[config.mk]
export PLATFORM = sky130hd
export DESIGN_NAME = serial_register_access_frame_parser
export DESIGN_NICKNAME = d
export VERILOG_FILES = /design/src/sv/srafp_pkg.sv /design/src/sv/srafp_parser.sv /design/src/sv/serial_register_access_frame_parser.sv
export SDC_FILE = /design/constraint.sdc
export NUM_CORES = 1
export LEC_CHECK = 0
export BUFFER_PORTS_ARGS = -buffer_cell sky130_fd_sc_hd__buf_2
export CAP_MARGIN = 25
export CORE_ASPECT_RATIO = 1.75
export CORE_MARGIN = 4
export CORE_UTILIZATION = 55
export CTS_CLUSTER_DIAMETER = 30
export DETAILED_ROUTE_END_ITERATION = 6
export PLACE_DENSITY = 0.75
export SYNTH_ARGS = -nofsm -noshare
export SYNTH_HDL_FRONTEND = slang
export SYNTH_HIERARCHICAL = 1
export SYNTH_SLANG_ARGS = --single-unit
export TNS_END_PERCENT = 20
[constraint.sdc]
create_clock -name clk -period 6.9 [get_ports clk]
set_input_delay 1.725 -clock clk [delete_from_list [all_inputs] [get_ports clk]]
set_output_delay 1.725 -clock clk [all_outputs]
set_load 0.01 [all_outputs]
[src/sv/srafp_pkg.sv]
package srafp_pkg;

	localparam int unsigned ADDR_W  = 15;
	localparam int unsigned WORD_W  = 16;
	localparam int unsigned BYTE_W  = 8;
	localparam int unsigned ACT_W   = 2;
	localparam int unsigned POS_W   = 3;
	localparam int unsigned CFG_IDX_W = 1;

	localparam logic [BYTE_W-1:0] SYNC_FIRST  = 8'hAA;
	localparam logic [BYTE_W-1:0] SYNC_SECOND = 8'h55;

	localparam logic [POS_W-1:0] POS_SYNC1 = 3'd0;
	localparam logic [POS_W-1:0] POS_SYNC2 = 3'd1;
	localparam logic [POS_W-1:0] POS_ADDR_LO = 3'd2;
	localparam logic [POS_W-1:0] POS_ADDR_HI = 3'd3;
	localparam logic [POS_W-1:0] POS_CNT_LO = 3'd4;
	localparam logic [POS_W-1:0] POS_CNT_HI = 3'd5;
	localparam logic [POS_W-1:0] POS_BURST = 3'd6;

	localparam logic [ACT_W-1:0] ACT_NONE  = 2'd0;
	localparam logic [ACT_W-1:0] ACT_WRITE = 2'd1;
	localparam logic [ACT_W-1:0] ACT_READ  = 2'd2;

	localparam logic [CFG_IDX_W-1:0] CFG_ADDR_LOW  = 1'd0;
	localparam logic [CFG_IDX_W-1:0] CFG_ADDR_HIGH = 1'd1;

	localparam logic [ADDR_W-1:0] ADDR_LOW_RST  = 15'd0;
	localparam logic [ADDR_W-1:0] ADDR_HIGH_RST = 15'h7FFF;

	typedef struct packed {
		logic              byte_taken;
		logic [ACT_W-1:0]  action;
		logic [ADDR_W-1:0] reg_addr;
		logic [BYTE_W-1:0] write_data;
	} result_t;

endpackage

[src/sv/srafp_parser.sv]
module srafp_parser (
	input  logic                        clk,
	input  logic                        arst_n,
	input  logic                        step,
	input  logic                        byte_valid,
	input  logic [srafp_pkg::BYTE_W-1:0] rx_byte,
	input  logic [srafp_pkg::ADDR_W-1:0] addr_low,
	input  logic [srafp_pkg::ADDR_W-1:0] addr_high,
	output srafp_pkg::result_t          res
);
	import srafp_pkg::*;

	logic [POS_W-1:0]  pos_q;
	logic [WORD_W-1:0] addr_word_q;
	logic [WORD_W-1:0] count_q;

	logic [POS_W-1:0]  pos_cur;
	logic [POS_W-1:0]  pos_d;
	logic [WORD_W-1:0] addr_word_d;
	logic [WORD_W-1:0] count_d;
	logic [ADDR_W-1:0] addr;
	logic              burst_ok;

	assign pos_cur  = (pos_q > POS_BURST) ? POS_SYNC1 : pos_q;
	assign addr     = addr_word_q[ADDR_W-1:0];
	assign burst_ok = (addr >= addr_low) && (addr <= addr_high) && (count_q != '0);

	always_comb begin
		pos_d       = pos_cur;
		addr_word_d = addr_word_q;
		count_d     = count_q;
		res         = '0;
		if (pos_cur < POS_BURST) begin
			if (byte_valid) begin
				res.byte_taken = 1'b1;
				unique case (pos_cur)
					POS_SYNC1: pos_d = (rx_byte == SYNC_FIRST) ? POS_SYNC2 : POS_SYNC1;
					POS_SYNC2: pos_d = (rx_byte == SYNC_SECOND) ? POS_ADDR_LO : POS_SYNC1;
					POS_ADDR_LO: begin
						addr_word_d = {addr_word_q[WORD_W-1:BYTE_W], rx_byte};
						pos_d       = POS_ADDR_HI;
					end
					POS_ADDR_HI: begin
						addr_word_d = {rx_byte, addr_word_q[BYTE_W-1:0]};
						pos_d       = POS_CNT_LO;
					end
					POS_CNT_LO: begin
						count_d = {count_q[WORD_W-1:BYTE_W], rx_byte};
						pos_d   = POS_CNT_HI;
					end
					default: begin
						count_d = {rx_byte, count_q[BYTE_W-1:0]};
						pos_d   = POS_BURST;
					end
				endcase
			end
		end else if (!burst_ok) begin
			pos_d = POS_SYNC1;
		end else if (addr_word_q[WORD_W-1]) begin
			if (byte_valid) begin
				res.byte_taken = 1'b1;
				res.action     = ACT_WRITE;
				res.reg_addr   = addr;
				res.write_data = rx_byte;
				addr_word_d    = addr_word_q + WORD_W'(1);
				count_d        = count_q - WORD_W'(1);
			end
		end else begin
			res.action  = ACT_READ;
			res.reg_addr = addr;
			addr_word_d = addr_word_q + WORD_W'(1);
			count_d     = count_q - WORD_W'(1);
		end
	end

	always_ff @(posedge clk or negedge arst_n) begin
		if (!arst_n) begin
			pos_q <= POS_SYNC1;
		end else if (step) begin
			pos_q <= pos_d;
		end
	end

	always_ff @(posedge clk) begin
		if (step) begin
			addr_word_q <= addr_word_d;
			count_q     <= count_d;
		end
	end

`ifndef SYNTH
	a_pos_range: assert property (@(posedge clk) disable iff (!arst_n)
		pos_q <= POS_BURST)
		else $error("frame position beyond burst");

	a_write_takes: assert property (@(posedge clk) disable iff (!arst_n)
		res.action == ACT_WRITE |-> res.byte_taken && byte_valid)
		else $error("write without a taken byte");

	a_read_leaves: assert property (@(posedge clk) disable iff (!arst_n)
		res.action == ACT_READ |-> !res.byte_taken && pos_q == POS_BURST)
		else $error("read request outside burst or with a taken byte");

	a_idle_hold: assert property (@(posedge clk) disable iff (!arst_n)
		step && pos_q < POS_BURST && !byte_valid |=> $stable(pos_q))
		else $error("capture advanced without a byte");

	a_burst_exit: assert property (@(posedge clk) disable iff (!arst_n)
		step && pos_q == POS_BURST && !burst_ok |=> pos_q == POS_SYNC1)
		else $error("burst did not return to hunting");
`endif

endmodule

[src/sv/serial_register_access_frame_parser.sv]
// channel | direction | handshake            | payload
// in      | input     | in_valid / in_stall   | byte_valid, rx_byte
// out     | output    | out_valid / out_stall | byte_taken, action, reg_addr, write_data
// cfg     | input     | wr_en                 | wr_index, wr_data
//
// One item per cycle while out_stall is low; each item passes the input register, then the result register.
// Frame state advances as an item moves from the input register to the result register.
// Reset puts the parser in sync hunting and the address range to its full span.
// out_stall holds a valid result register; a full input register then holds and raises in_stall.
module serial_register_access_frame_parser (
	input  logic                           clk,
	input  logic                           arst_n,
	input  logic                           in_valid,
	output logic                           in_stall,
	input  logic                           byte_valid,
	input  logic [srafp_pkg::BYTE_W-1:0]    rx_byte,
	output logic                           out_valid,
	input  logic                           out_stall,
	output logic                           byte_taken,
	output logic [srafp_pkg::ACT_W-1:0]     action,
	output logic [srafp_pkg::ADDR_W-1:0]    reg_addr,
	output logic [srafp_pkg::BYTE_W-1:0]    write_data,
	input  logic                           wr_en,
	input  logic [srafp_pkg::CFG_IDX_W-1:0] wr_index,
	input  logic [srafp_pkg::ADDR_W-1:0]    wr_data
);
	import srafp_pkg::*;

	logic              valid_s1;
	logic              byte_valid_s1;
	logic [BYTE_W-1:0] rx_byte_s1;
	logic              valid_s2;
	result_t           res_s2;
	result_t           res;
	logic [ADDR_W-1:0] addr_low_q;
	logic [ADDR_W-1:0] addr_high_q;
	logic              out_free;
	logic              advance;

	assign out_free = !valid_s2 || !out_stall;
	assign advance  = valid_s1 && out_free;
	assign in_stall = valid_s1 && !out_free;

	always_ff @(posedge clk or negedge arst_n) begin
		if (!arst_n) begin
			addr_low_q  <= ADDR_LOW_RST;
			addr_high_q <= ADDR_HIGH_RST;
		end else if (wr_en) begin
			unique case (wr_index)
				CFG_ADDR_LOW:  addr_low_q  <= wr_data;
				CFG_ADDR_HIGH: addr_high_q <= wr_data;
				default: ;
			endcase
		end
	end

	always_ff @(posedge clk or negedge arst_n) begin
		if (!arst_n) begin
			valid_s1 <= 1'b0;
			valid_s2 <= 1'b0;
		end else begin
			if (!in_stall) begin
				valid_s1 <= in_valid;
			end
			if (out_free) begin
				valid_s2 <= valid_s1;
			end
		end
	end

	always_ff @(posedge clk) begin
		if (in_valid && !in_stall) begin
			byte_valid_s1 <= byte_valid;
			rx_byte_s1    <= rx_byte;
		end
		if (advance) begin
			res_s2 <= res;
		end
	end

	srafp_parser u_parser (
		.clk        (clk),
		.arst_n     (arst_n),
		.step       (advance),
		.byte_valid (byte_valid_s1),
		.rx_byte    (rx_byte_s1),
		.addr_low   (addr_low_q),
		.addr_high  (addr_high_q),
		.res        (res)
	);

	assign out_valid  = valid_s2;
	assign byte_taken = res_s2.byte_taken;
	assign action     = res_s2.action;
	assign reg_addr   = res_s2.reg_addr;
	assign write_data = res_s2.write_data;

endmodule

==> results of run 1 <==
## how the worst max path moves through the flow
| stage | endpoint | from | depth (start not counted) | slack, ns |
|---|---|---|---|---|
| after global routing | in_stall | out_stall | 4 | 3.00 |
| final | in_stall | out_stall | 4 | 3.06 |
| after detailed placement | u_parser/count_q[3]$_DFFE_PP_ | out_stall | 5 | 2.92 |
| after CTS | in_stall | out_stall | 4 | 3.06 |
| after floorplan | u_parser/count_q[10]$_DFFE_PP_ | out_stall | 3 | 0.90 |
| after global placement | u_parser/count_q[3]$_DFFE_PP_ | out_stall | 5 | 2.97 |
## final cells by class
class	count	area share (%)
Timing Repair Buffer	62	5.177
Clock buffer	10	3.893
Multi-Input combinational cell	318	37.65
Inverter	36	2.201
Tap cell	122	2.487
Sequential cell	102	47.35
Clock inverter	6	1.243
## power by group through the flow
stage	Sequential, mW	Clock [mW]	Combinational (mW)
after floorplan	0.803	0	0.264
after CTS	0.822	0.534	0.331
after global routing	0.832	0.555	0.382
final	0.823	0.521	0.334
after detailed placement	0.835	0	0.326
after global placement	0.831	0	0.311
## per-layer routing
layer,up-vias,track usage [%]
met5,-,0
met1,1773,20.85
met4,0,10.42
met3,23,3.548
met2,99,38.41
li1,1815,-
## worst register-to-register path, stage by stage (launching register included)
cell	delay, ns
dfstp_2	0.53
inv_1	0.04
ha_1	0.31
a211oi_1	0.24
nor2_1	0.08
o31ai_1	0.21
a31oi_1	0.18
or3_1	0.56
a2111oi_2	0.94
## cells by family (layout without fill, tap and decap cells)
logic type | after synthesis | count (layout)
fa+ha+maj | 32 | 32
mux | 33 | 33
compound gates | 79 | 79
buf+inv | 51 | 114
simple gates | 148 | 148
xor+xnor | 26 | 26
flops | 102 | 102
## per-stage QoR
stage	instance area, µm²	hold slack [ns]	utilization [%]	total power, mW	setup slack, ns
after detailed placement	5813	0.4751	60.64	1.160	2.924
after CTS	6128	0.4916	63.93	1.686	3.057
after global placement	5813	0.4565	60.64	1.142	2.966
after floorplan	5439	0.4434	-	1.067	0.9015
final	6138	0.4864	64.04	1.678	3.059
after global routing	6138	0.5141	64.04	1.769	3.004
## cells in the final DEF (no fill, tap or decap), types with 4 or more instances in the layout
| master | count |
|---|---|
| dfstp_2 | 15 |
| mux2_4 | 10 |
| ha_1 | 32 |
| xor2_1 | 14 |
| dfrtp_1 | 20 |
| nand4_1 | 8 |
| and3_1 | 10 |
| buf_2 | 58 |
| xnor2_1 | 12 |
| mux2_2 | 20 |
| clkbuf_16 | 9 |
| nor3_1 | 9 |
| a211oi_1 | 9 |
| nand2b_1 | 6 |
| inv_1 | 36 |
| edfxtp_1 | 67 |
| and2_1 | 15 |
| nor4bb_1 | 4 |
| a21o_1 | 4 |
| nor2_1 | 23 |
| a21oi_1 | 18 |
| nand3_1 | 9 |
| nor4_1 | 5 |
| nand2_1 | 44 |
| o21ai_0 | 32 |
## state kept, by name, indices dropped and copies added (netlist names)
register / count
u_parser/pos_q: 3
valid_s1: 1
u_parser/addr_word_q: 16
u_parser/count_q: 16
reg_addr: 15
write_data: 8
byte_taken: 1
byte_valid_s1: 1
rx_byte_s1: 8
action: 2
out_valid: 1
addr_low_q: 15
addr_high_q: 15
==> impl_metrics.csv, run 1 <==
group,metric,value,unit
hold_path,min_path_type,"flop to flop",
setup_path,max_stage_delay,0.12,ns
setup_path,cp-start-kind,"primary input",
setup_path,critPathKind,"primary input to primary output",
setup_path,crit_chain,"buf_2 > nand3_1 > inv_1 > buf_2",
grt,grt_max_degree,36,
drt,via_per_inst,5.655,
setup_path,reg2reg_slack,3.44,ns
clocking,cts_setup_buffers,0,
sta,finalSetupViolCount,0,
synthesis,ys_warn_count,6,
synthesis,synth_edf_count,67,
power,p_comb_share,19.9,%
synthesis,netlist_area,5439,µm²
synthesis,synth_compound_area_share,8.650,%
synthesis,ys_top_cells_by_area,"edfxtp_1 37%, dfrtp_1 9.2%, ha_1 7.4%",
sta,finalHoldViolCount,0,
placement,place_inst,638,
synthesis,avgSynthCellArea,11.55,µm²
synthesis,synth-simple-area-share,14.77,%
grt,grt_antenna_before_repair,0,
drt,wl_met1,4.143,mm
sta,slew_viol_final,0,
setup_path,cp-end-kind,"primary output",
power,intPower,1.188,mW
sta,rsz0062_at_grt,"false",
synthesis,yosysTopAreaCellShare,36.99,%
floorplan,coreArea,9585,µm²
setup_path,worstPathArrival,2.12,ns
drt,dr.pass1.iters,4,
run_status,outcome,"complete, no violations",
layout,layout.nets,591,
grt,grt_pass1_vias,3875,
drt,drc,0,
clocking,clkTransAtPathRegs,0.06,ns
clocking,clk_root_buffer_cell,"clkbuf_16",
clocking,clock_latency,0.35,ns
setup_path,rr_startpoint,"addr_high_q[4]$_DFFE_PN1P_",
synthesis,synth_flop_cell,"edfxtp_1",
layout,fillCellCount,778,
layout,multi_input_area,2311,µm²
drt,wl,11.43,mm
clocking,numCtsBuffers,9,
layout,area_growth,12.86,%
grt,grtUsageTotal,20.27,%
hold_path,hold_end,"out_valid$_DFFE_PN0P_",
power,ir_worst_vdd,0.1918,mV
setup_path,slowest_stage,"buf_2",
synthesis,synth_cell_types,52,
setup_path,worstPathMaxFanout,3,
sta,clock_skew,0.007937,ns
clocking,clockBufferDepth,2,
power,p_leak,2.605,nW
grt,grt.overflow.total,0,
drt,ant_nets,0,
setup_path,crit_required,5.18,ns
synthesis,ys_ff_latch,102,
layout,fin_cells,656,
setup_path,rr_endpoint,"u_parser/addr_word_q[5]$_DFFE_PP_",
drt,highest_layer,"met4",
synthesis,synthTopCellsByCount,"67 x edfxtp_1, 44 x nand2_1, 36 x inv_1, 32 x ha_1, 32 x o21ai_0",
sta,max-slew-margin-rel,36.33,%
synthesis,yosys.area.top_type,"edfxtp_1",
clocking,cts_tree,"yes",
power,switching_share,29.20,%
clocking,clkSinkCount,102,
sta,period_minus_slack,3.841,ns
hold_path,hold_path.startpoint,"valid_s1$_DFFE_PN0N_",
sta,post-route-period-util,55.67,%
drt,wl_met2,6.526,mm
clocking,cts_resized,0,
flow_run,drv_cap,0,
clocking,cts_max_level,3,
grt,grt_pass1_wl,18.60,mm
sta,worst_slew_pin_slew,0.9532,ns
floorplan,io_pins,58,
power,p_clk_share,31.1,%
floorplan,die_y,139.6,µm
placement,gp_congestion,0.8356,
clocking,holdBufCountCts,0,
drt,via_count,3710,
synthesis,synth_top_family_by_area,"simple AND/OR/NAND/NOR gates",
synthesis,yosysMostFrequentCell,"edfxtp_1",
layout,register_area,2907,µm²
setup_path,crit_top_cell,"buf_2",
layout,diodes,0,
sta,fin_setup_tns,0,ns
floorplan,die_w,83.17,µm
drt,drtIter0Drc,259,
setup_path,crit_buf_inv,3,
layout,drive_gt1_share,24.53,%
floorplan,fp-row-count,47,
power,switchingPower,490.1,µW
floorplan,initial_core_util,56.74,%
synthesis,async_flop_share,34.31,%
synthesis,synth_nets,533,
drt,detail_route.wl_per_cell,17.42,µm
setup_path,r2r_cells,8,
placement,hpwl,8.523,mm
synthesis,synthMuxAreaShare,7.453,%
drt,dr_wl_met3,450,µm
synthesis,syn_inst,471,
power,seqPwrFrac,49.0,%
power,p_per_area,273.4,nW/µm²
synthesis,synthAdderAreaFrac,7.361,%
placement,port_buffers,57,
synthesis,synth_xor_area_share,4.187,%
floorplan,die_area,11610,µm²
setup_path,critPathTopFamily,"buffers and inverters",
sta,fmax,260.3,MHz
synthesis,seq_area_frac_synth,53.44,%
hold_path,holdPathStages,1,
(Power assumes the default switching activity.)
==> inputs of run 2 (changes only) <==
--- a/config.mk
+++ b/config.mk
@@ -9,10 +9,10 @@
 export CAP_MARGIN = 25
 export CORE_ASPECT_RATIO = 1.75
 export CORE_MARGIN = 4
-export CORE_UTILIZATION = 55
+export CORE_UTILIZATION = 53
 export CTS_CLUSTER_DIAMETER = 30
 export DETAILED_ROUTE_END_ITERATION = 6
-export PLACE_DENSITY = 0.75
+export PLACE_DENSITY = 0.76
 export SYNTH_ARGS = -nofsm -noshare
 export SYNTH_HDL_FRONTEND = slang
 export SYNTH_HIERARCHICAL = 1
==> constraint.sdc (replaced) <==
create_clock -name clk -period 3.39 [get_ports clk]
set_input_delay 0.8475 -clock clk [delete_from_list [all_inputs] [get_ports clk]]
set_output_delay 0.8475 -clock clk [all_outputs]
set_load 0.01 [all_outputs]
==> run 2 against run 1 <==
  * Clock skew is 0.0022 ns lower
  * Combinational power is 120% higher
  * Worst setup slack worse by 2.7 ns
  * Sequential cell count stayed put
  * Die area is 3.5% higher
  * Sequential power is 100% higher
==> impl_metrics.csv, run 2 (same netlist as run 1, synthesis figures left out) <==
group,metric,value,unit
sta,post-route-period-util,88.73,%
power,ir_worst_vdd,0.3380,mV
run_status,outcome,"complete, no violations",
drt,wl,11.63,mm
layout,layout.nets,594,
clocking,clockBufferDepth,2,
setup_path,critPathTopFamily,"compound AO/OA/AOI/OAI gates",
sta,fmax,332.4,MHz
grt,grt_pass1_vias,3901,
layout,diodes,0,
sta,finalHoldViolCount,0,
setup_path,slowest_stage,"dfstp_2",
drt,dr.pass1.iters,5,
layout,layout_common_cells,"67 x edfxtp_1, 57 x buf_2, 44 x nand2_1",
setup_path,critPathKind,"flop to flop",
setup_path,cp-end-kind,"flop",
clocking,numCtsBuffers,9,
layout,reg_top3,"u_parser/addr_word_q (16), u_parser/count_q (16)",
drt,detail_route.wl_per_cell,17.57,µm
drt,via_count,3823,
placement,hpwl,8.957,mm
sta,finalSetupViolCount,0,
drt,highest_layer,"met4",
clocking,cts_resized,0,
clocking,holdBufCountCts,0,
power,p_per_area,542.1,nW/µm²
drt,ant_nets,0,
floorplan,die_w,84.58,µm
grt,grt_antenna_before_repair,0,
sta,slew_viol_final,0,
grt,grt_pass1_wl,19.06,mm
setup_path,crit_buf_inv,2,
floorplan,die_area,12010,µm²
power,p_leak,2.600,nW
layout,post-route-util,61.55,%
grt,grt.overflow.total,0,
layout,final_common_cell,"edfxtp_1",
clocking,cts_max_level,3,
drt,drc,0,
clocking,clk_root_buffer_cell,"clkbuf_16",
layout,drive_gt1_share,24.58,%
setup_path,worstPathMaxFanout,8,
sta,fin_hold_ws,0.4843,ns
clocking,clock_latency,0.34,ns
placement,port_buffers,57,
drt,wl_met1,4.155,mm
floorplan,initial_core_util,54.56,%
floorplan,die_y,142.0,µm
sta,fin_setup_tns,0,ns
setup_path,crit_required,3.44,ns
floorplan,io_pins,58,
setup_path,cp-start-kind,"flop",
clocking,clkTransAtPathRegs,0.07,ns
floorplan,fp-row-count,48,
sta,max-slew-margin-rel,48.39,%
sta,rsz0062_at_grt,"false",
clocking,cts_tree,"yes",
clocking,clkSinkCount,102,
setup_path,max_stage_delay,0.53,ns
grt,grt_max_degree,36,
flow_run,drv_cap,0,
sta,period_minus_slack,3.008,ns
floorplan,coreArea,9970,µm²
drt,drtIter0Drc,387,
drt,via_per_inst,5.775,
sta,clock_skew,0.005709,ns
placement,gp_congestion,0.8835,
grt,grtUsageTotal,20.28,%
drt,wl_met2,6.465,mm
setup_path,crit_chain,"inv_1 > ha_1 > a211oi_1 > nor2_1 > o31ai_1 > a31oi_1 > or3_1 > a2111oi_2 > buf_4",
layout,area_growth,12.81,%
hold_path,min_path_type,"flop to flop",
drt,dr_wl_met3,540,µm
setup_path,worstPathArrival,3.06,ns
sta,worst_slew_pin_slew,0.7741,ns
clocking,cts_setup_buffers,0,
-- run 2: cell types whose count changed in the layout (fill, tap and decap cells not counted) --
| cell | change |
|---|---|
| clkbuf_8 | -1 |
| buf_2 | -1 |
| a21boi_4 | +1 |
| inv_8 | -1 |
| clkinv_1 | +2 |
| clkbuf_2 | -1 |
| inv_6 | -1 |
| bufinv_16 | -1 |
| clkinvlp_4 | +2 |
| buf_4 | +5 |
| a21boi_2 | -1 |
-- run 2: path summary, 6_finish.rpt --
| kind | endpoint | slack, ns | start | cells after the start |
|---|---|---|---|---|
| setup reg to reg | u_parser/addr_word_q[5]$_DFFE_PP_ | 0.38 | addr_high_q[4]$_DFFE_PN1P_ | 9 |
| setup / recovery | u_parser/addr_word_q[5]$_DFFE_PP_ | 0.38 | addr_high_q[4]$_DFFE_PN1P_ | 9 |
| hold / removal | out_valid$_DFFE_PN0P_ | 0.48 | valid_s1$_DFFE_PN0N_ | 1 |
| max in group asynchronous | valid_s1$_DFFE_PN0N_ | 2.31 | arst_n | 1 |
| hold reg to reg | out_valid$_DFFE_PN0P_ | 0.48 | valid_s1$_DFFE_PN0N_ | 1 |
| min in group asynchronous | addr_low_q[9]$_DFFE_PN0P_ | 0.57 | arst_n | 1 |
-- run 2: metal layers --
layer / vias to the layer above / GRT usage [%]
met5: - / 0
met4: 0 / 11.59
met3: 33 / 3.476
met2: 134 / 36.47
met1: 1834 / 22.24
li1: 1822 / -
-- run 2: layout make-up --
type | count | area, µm²
inverter | 36 | 135.1
tap | 125 | 156.4
fill | 846 | 3834
clock inverter | 7 | 48.80
sequential | 102 | 2907
timing repair buffer | 65 | 345.3
multi-input combinational | 318 | 2318
clock buffer | 9 | 225.2
-- run 2: power by group --
group          leakage (nW)  switching (mW)  internal, mW
sequential             1.03           0.120          1.53
clock                 0.128           0.453         0.499
combinational          1.44           0.430         0.297
total                  2.60            1.00          2.32
-- run 2: per-stage QoR --
step | power, mW | instance area [µm²] | setup slack, ns | instances
after floorplan | 2.172 | 5450 | 0.3116 | 471
after global placement | 2.346 | 5862 | 0.4616 | 646
after detailed placement | 2.394 | 5862 | 0.3859 | 646
after CTS | 3.341 | 6136 | 0.3624 | 662
after global routing | 3.502 | 6136 | 0.1558 | 662
final | 3.326 | 6136 | 0.3820 | 662
==> inputs of run 3 (changes only) <==
--- a/config.mk
+++ b/config.mk
@@ -7,12 +7,15 @@
 export LEC_CHECK = 0
 export BUFFER_PORTS_ARGS = -buffer_cell sky130_fd_sc_hd__buf_2
 export CAP_MARGIN = 25
+export CELL_PAD_IN_SITES_DETAIL_PLACEMENT = 0
+export CELL_PAD_IN_SITES_GLOBAL_PLACEMENT = 1
 export CORE_ASPECT_RATIO = 1.75
 export CORE_MARGIN = 4
-export CORE_UTILIZATION = 53
+export CORE_UTILIZATION = 43
 export CTS_CLUSTER_DIAMETER = 30
 export DETAILED_ROUTE_END_ITERATION = 6
-export PLACE_DENSITY = 0.76
+export PLACE_DENSITY_LB_ADDON = 0.1
+export SLEW_MARGIN = 20
 export SYNTH_ARGS = -nofsm -noshare
 export SYNTH_HDL_FRONTEND = slang
 export SYNTH_HIERARCHICAL = 1
==> run 3 against run 2 <==
  * Sequential power hardly changed
  * Via count is 3.6% lower
  * Largest cell class unchanged
  * Wire length is 7.2% higher
  * Maximum frequency is 0.23% higher
  * Sequential share of layout area is 0.66 points lower
  * Sequential cell count stayed put
  * Worst setup slack better by 0.0068 ns
  * Clock-buffer cell count stayed put
  * Combinational power is 0.6% higher
  * Register-to-register slack hardly changed
  * Clock skew is 0.010 ns higher
==> impl_metrics.csv, run 3 (same netlist as run 1, synthesis figures left out) <==
group,metric,value,unit
hold_path,hold_path.startpoint,"valid_s1$_DFFE_PN0N_",
setup_path,worstPathArrival,3.05,ns
sta,setup_ws,0.3888,ns
clocking,clock_latency,0.35,ns
setup_path,cp-start-kind,"flop",
setup_path,critPathKind,"flop to flop",
setup_path,cp-end-kind,"flop",
clocking,clkSinkCount,102,
placement,hpwl,9.358,mm
floorplan,fp-row-count,54,
layout,area_growth,14.40,%
grt,grt_antenna_before_repair,0,
sta,fin_setup_tns,0,ns
sta,finalSetupViolCount,0,
setup_path,r2r_cells,9,
power,p_leak,2.625,nW
grt,grt_pass1_wl,20.31,mm
sta,post-route-period-util,88.53,%
grt,grt.overflow.total,0,
sta,max-slew-margin-rel,46.49,%
sta,clock_skew,0.01590,ns
hold_path,min_path_type,"flop to flop",
drt,drc,0,
setup_path,rr_endpoint,"u_parser/addr_word_q[5]$_DFFE_PP_",
floorplan,die_w,93.02,µm
layout,fillCellCount,1229,
drt,detail_route.wl_per_cell,17.65,µm
sta,fmax,333.2,MHz
drt,wl,12.46,mm
floorplan,initial_core_util,43.75,%
grt,grt_pass1_vias,3890,
drt,via_count,3687,
flow_run,drv_cap,0,
setup_path,rr_startpoint,"addr_high_q[2]$_DFFE_PN1P_",
floorplan,coreArea,12430,µm²
layout,drive_gt1_share,25.09,%
drt,dr.pass1.iters,4,
floorplan,die_area,14580,µm²
clocking,numCtsBuffers,9,
setup_path,worstPathMaxFanout,8,
clocking,clkTransAtPathRegs,0.08,ns
clocking,cts_max_level,3,
power,p_per_area,547.8,nW/µm²
setup_path,crit_required,3.44,ns
placement,post-place-ws,0.3784,ns
setup_path,critPathLaunch,"addr_high_q[2]$_DFFE_PN1P_",
run_status,outcome,"complete, no violations",
layout,multi_input_area,2318,µm²
clocking,cts_tree,"yes",
sta,period_minus_slack,3.001,ns
clocking,clockBufferDepth,2,
grt,grt_max_degree,36,
layout,final_common_cell,"edfxtp_1",
placement,port_buffers,57,
layout,diodes,0,
clocking,clk_root_buffer_cell,"clkbuf_16",
clocking,cts_resized,0,
layout,layout.nets,595,
floorplan,die_y,156.8,µm
floorplan,io_pins,58,
clocking,cts_setup_buffers,0,
drt,ant_nets,0,
setup_path,endpoint,"u_parser/addr_word_q[5]$_DFFE_PP_",
drt,drtIter0Drc,140,
layout,layout_common_cells,"67 x edfxtp_1, 57 x buf_2, 44 x nand2_1",
layout,reg_top3,"u_parser/addr_word_q (16), u_parser/count_q (16)",
drt,via_per_inst,5.222,
sta,worst_slew_pin_slew,0.8026,ns
sta,finalHoldViolCount,0,
power,ir_worst_vdd,0.3388,mV
sta,rsz0062_at_grt,"false",
sta,slew_viol_final,0,
placement,gp_congestion,0.8491,
clocking,holdBufCountCts,0,
layout,register_area,2907,µm²
grt,grtUsageTotal,18.11,%
setup_path,reg2reg_slack,0.39,ns
-- run 3: report_power, final --
group / switching, mW / total, mW / internal (mW)
Sequential: 0.122 / 1.65 / 1.53
Combinational: 0.432 / 0.731 / 0.299
Clock: 0.506 / 1.03 / 0.523
Total: 1.06 / 3.41 / 2.35
-- run 3: per-layer routing --
metal  GRT usage, %  wire (µm)  share of wire (%)
met1          20.06       4780                 38
met2          34.72       7113                 57
met3          2.501        275                2.2
met4          6.289        293                2.4
met5              0          0                  0
-- run 3: layout make-up --
| class | instances | share of cell area [%] |
|---|---|---|
| multi-input cells | 318 | 37.26 |
| clock inverters | 7 | 1.186 |
| flip-flops and latches | 102 | 46.71 |
| clock buffers | 9 | 3.620 |
| inverters | 36 | 2.172 |
| repair buffers | 66 | 5.671 |
| well taps | 168 | 3.378 |
-- run 3: worst min-delay path by stage --
stage	end	depth (start not counted)
after floorplan	out_valid$_DFFE_PN0P_	1
after global placement	out_valid$_DFFE_PN0P_	1
after detailed placement	out_valid$_DFFE_PN0P_	1
after CTS	out_valid$_DFFE_PN0P_	1
after global routing	addr_low_q[12]$_DFFE_PN0P_	1
final	out_valid$_DFFE_PN0P_	1
-- run 3: critical path, cell delays in order (launching register included) --
cell and delay, ns:
dfstp_2 0.53, inv_1 0.04, ha_1 0.32, a21oi_1 0.14
a21oi_1 0.08, o31ai_1 0.23, a31oi_1 0.16, or3_1 0.56
a2111oi_2 0.40, buf_4 0.24
-- run 3: metrics by stage --
| stage | hold WS (ns) | total power [mW] | cell area (µm²) | utilization [%] | instances |
|---|---|---|---|---|---|
| 5_1_grt | 0.5261 | 3.609 | 6222 | 50.05 | 706 |
| 3_5_place_dp | 0.4798 | 2.408 | 5923 | 47.64 | 690 |
| 2_1_floorplan | 0.4516 | 2.172 | 5450 | - | 471 |
| 4_1_cts | 0.4968 | 3.445 | 6222 | 50.05 | 706 |
| 6_report | 0.4885 | 3.408 | 6222 | 50.05 | 706 |
| 3_3_place_gp | 0.4621 | 2.384 | 5923 | 47.64 | 690 |
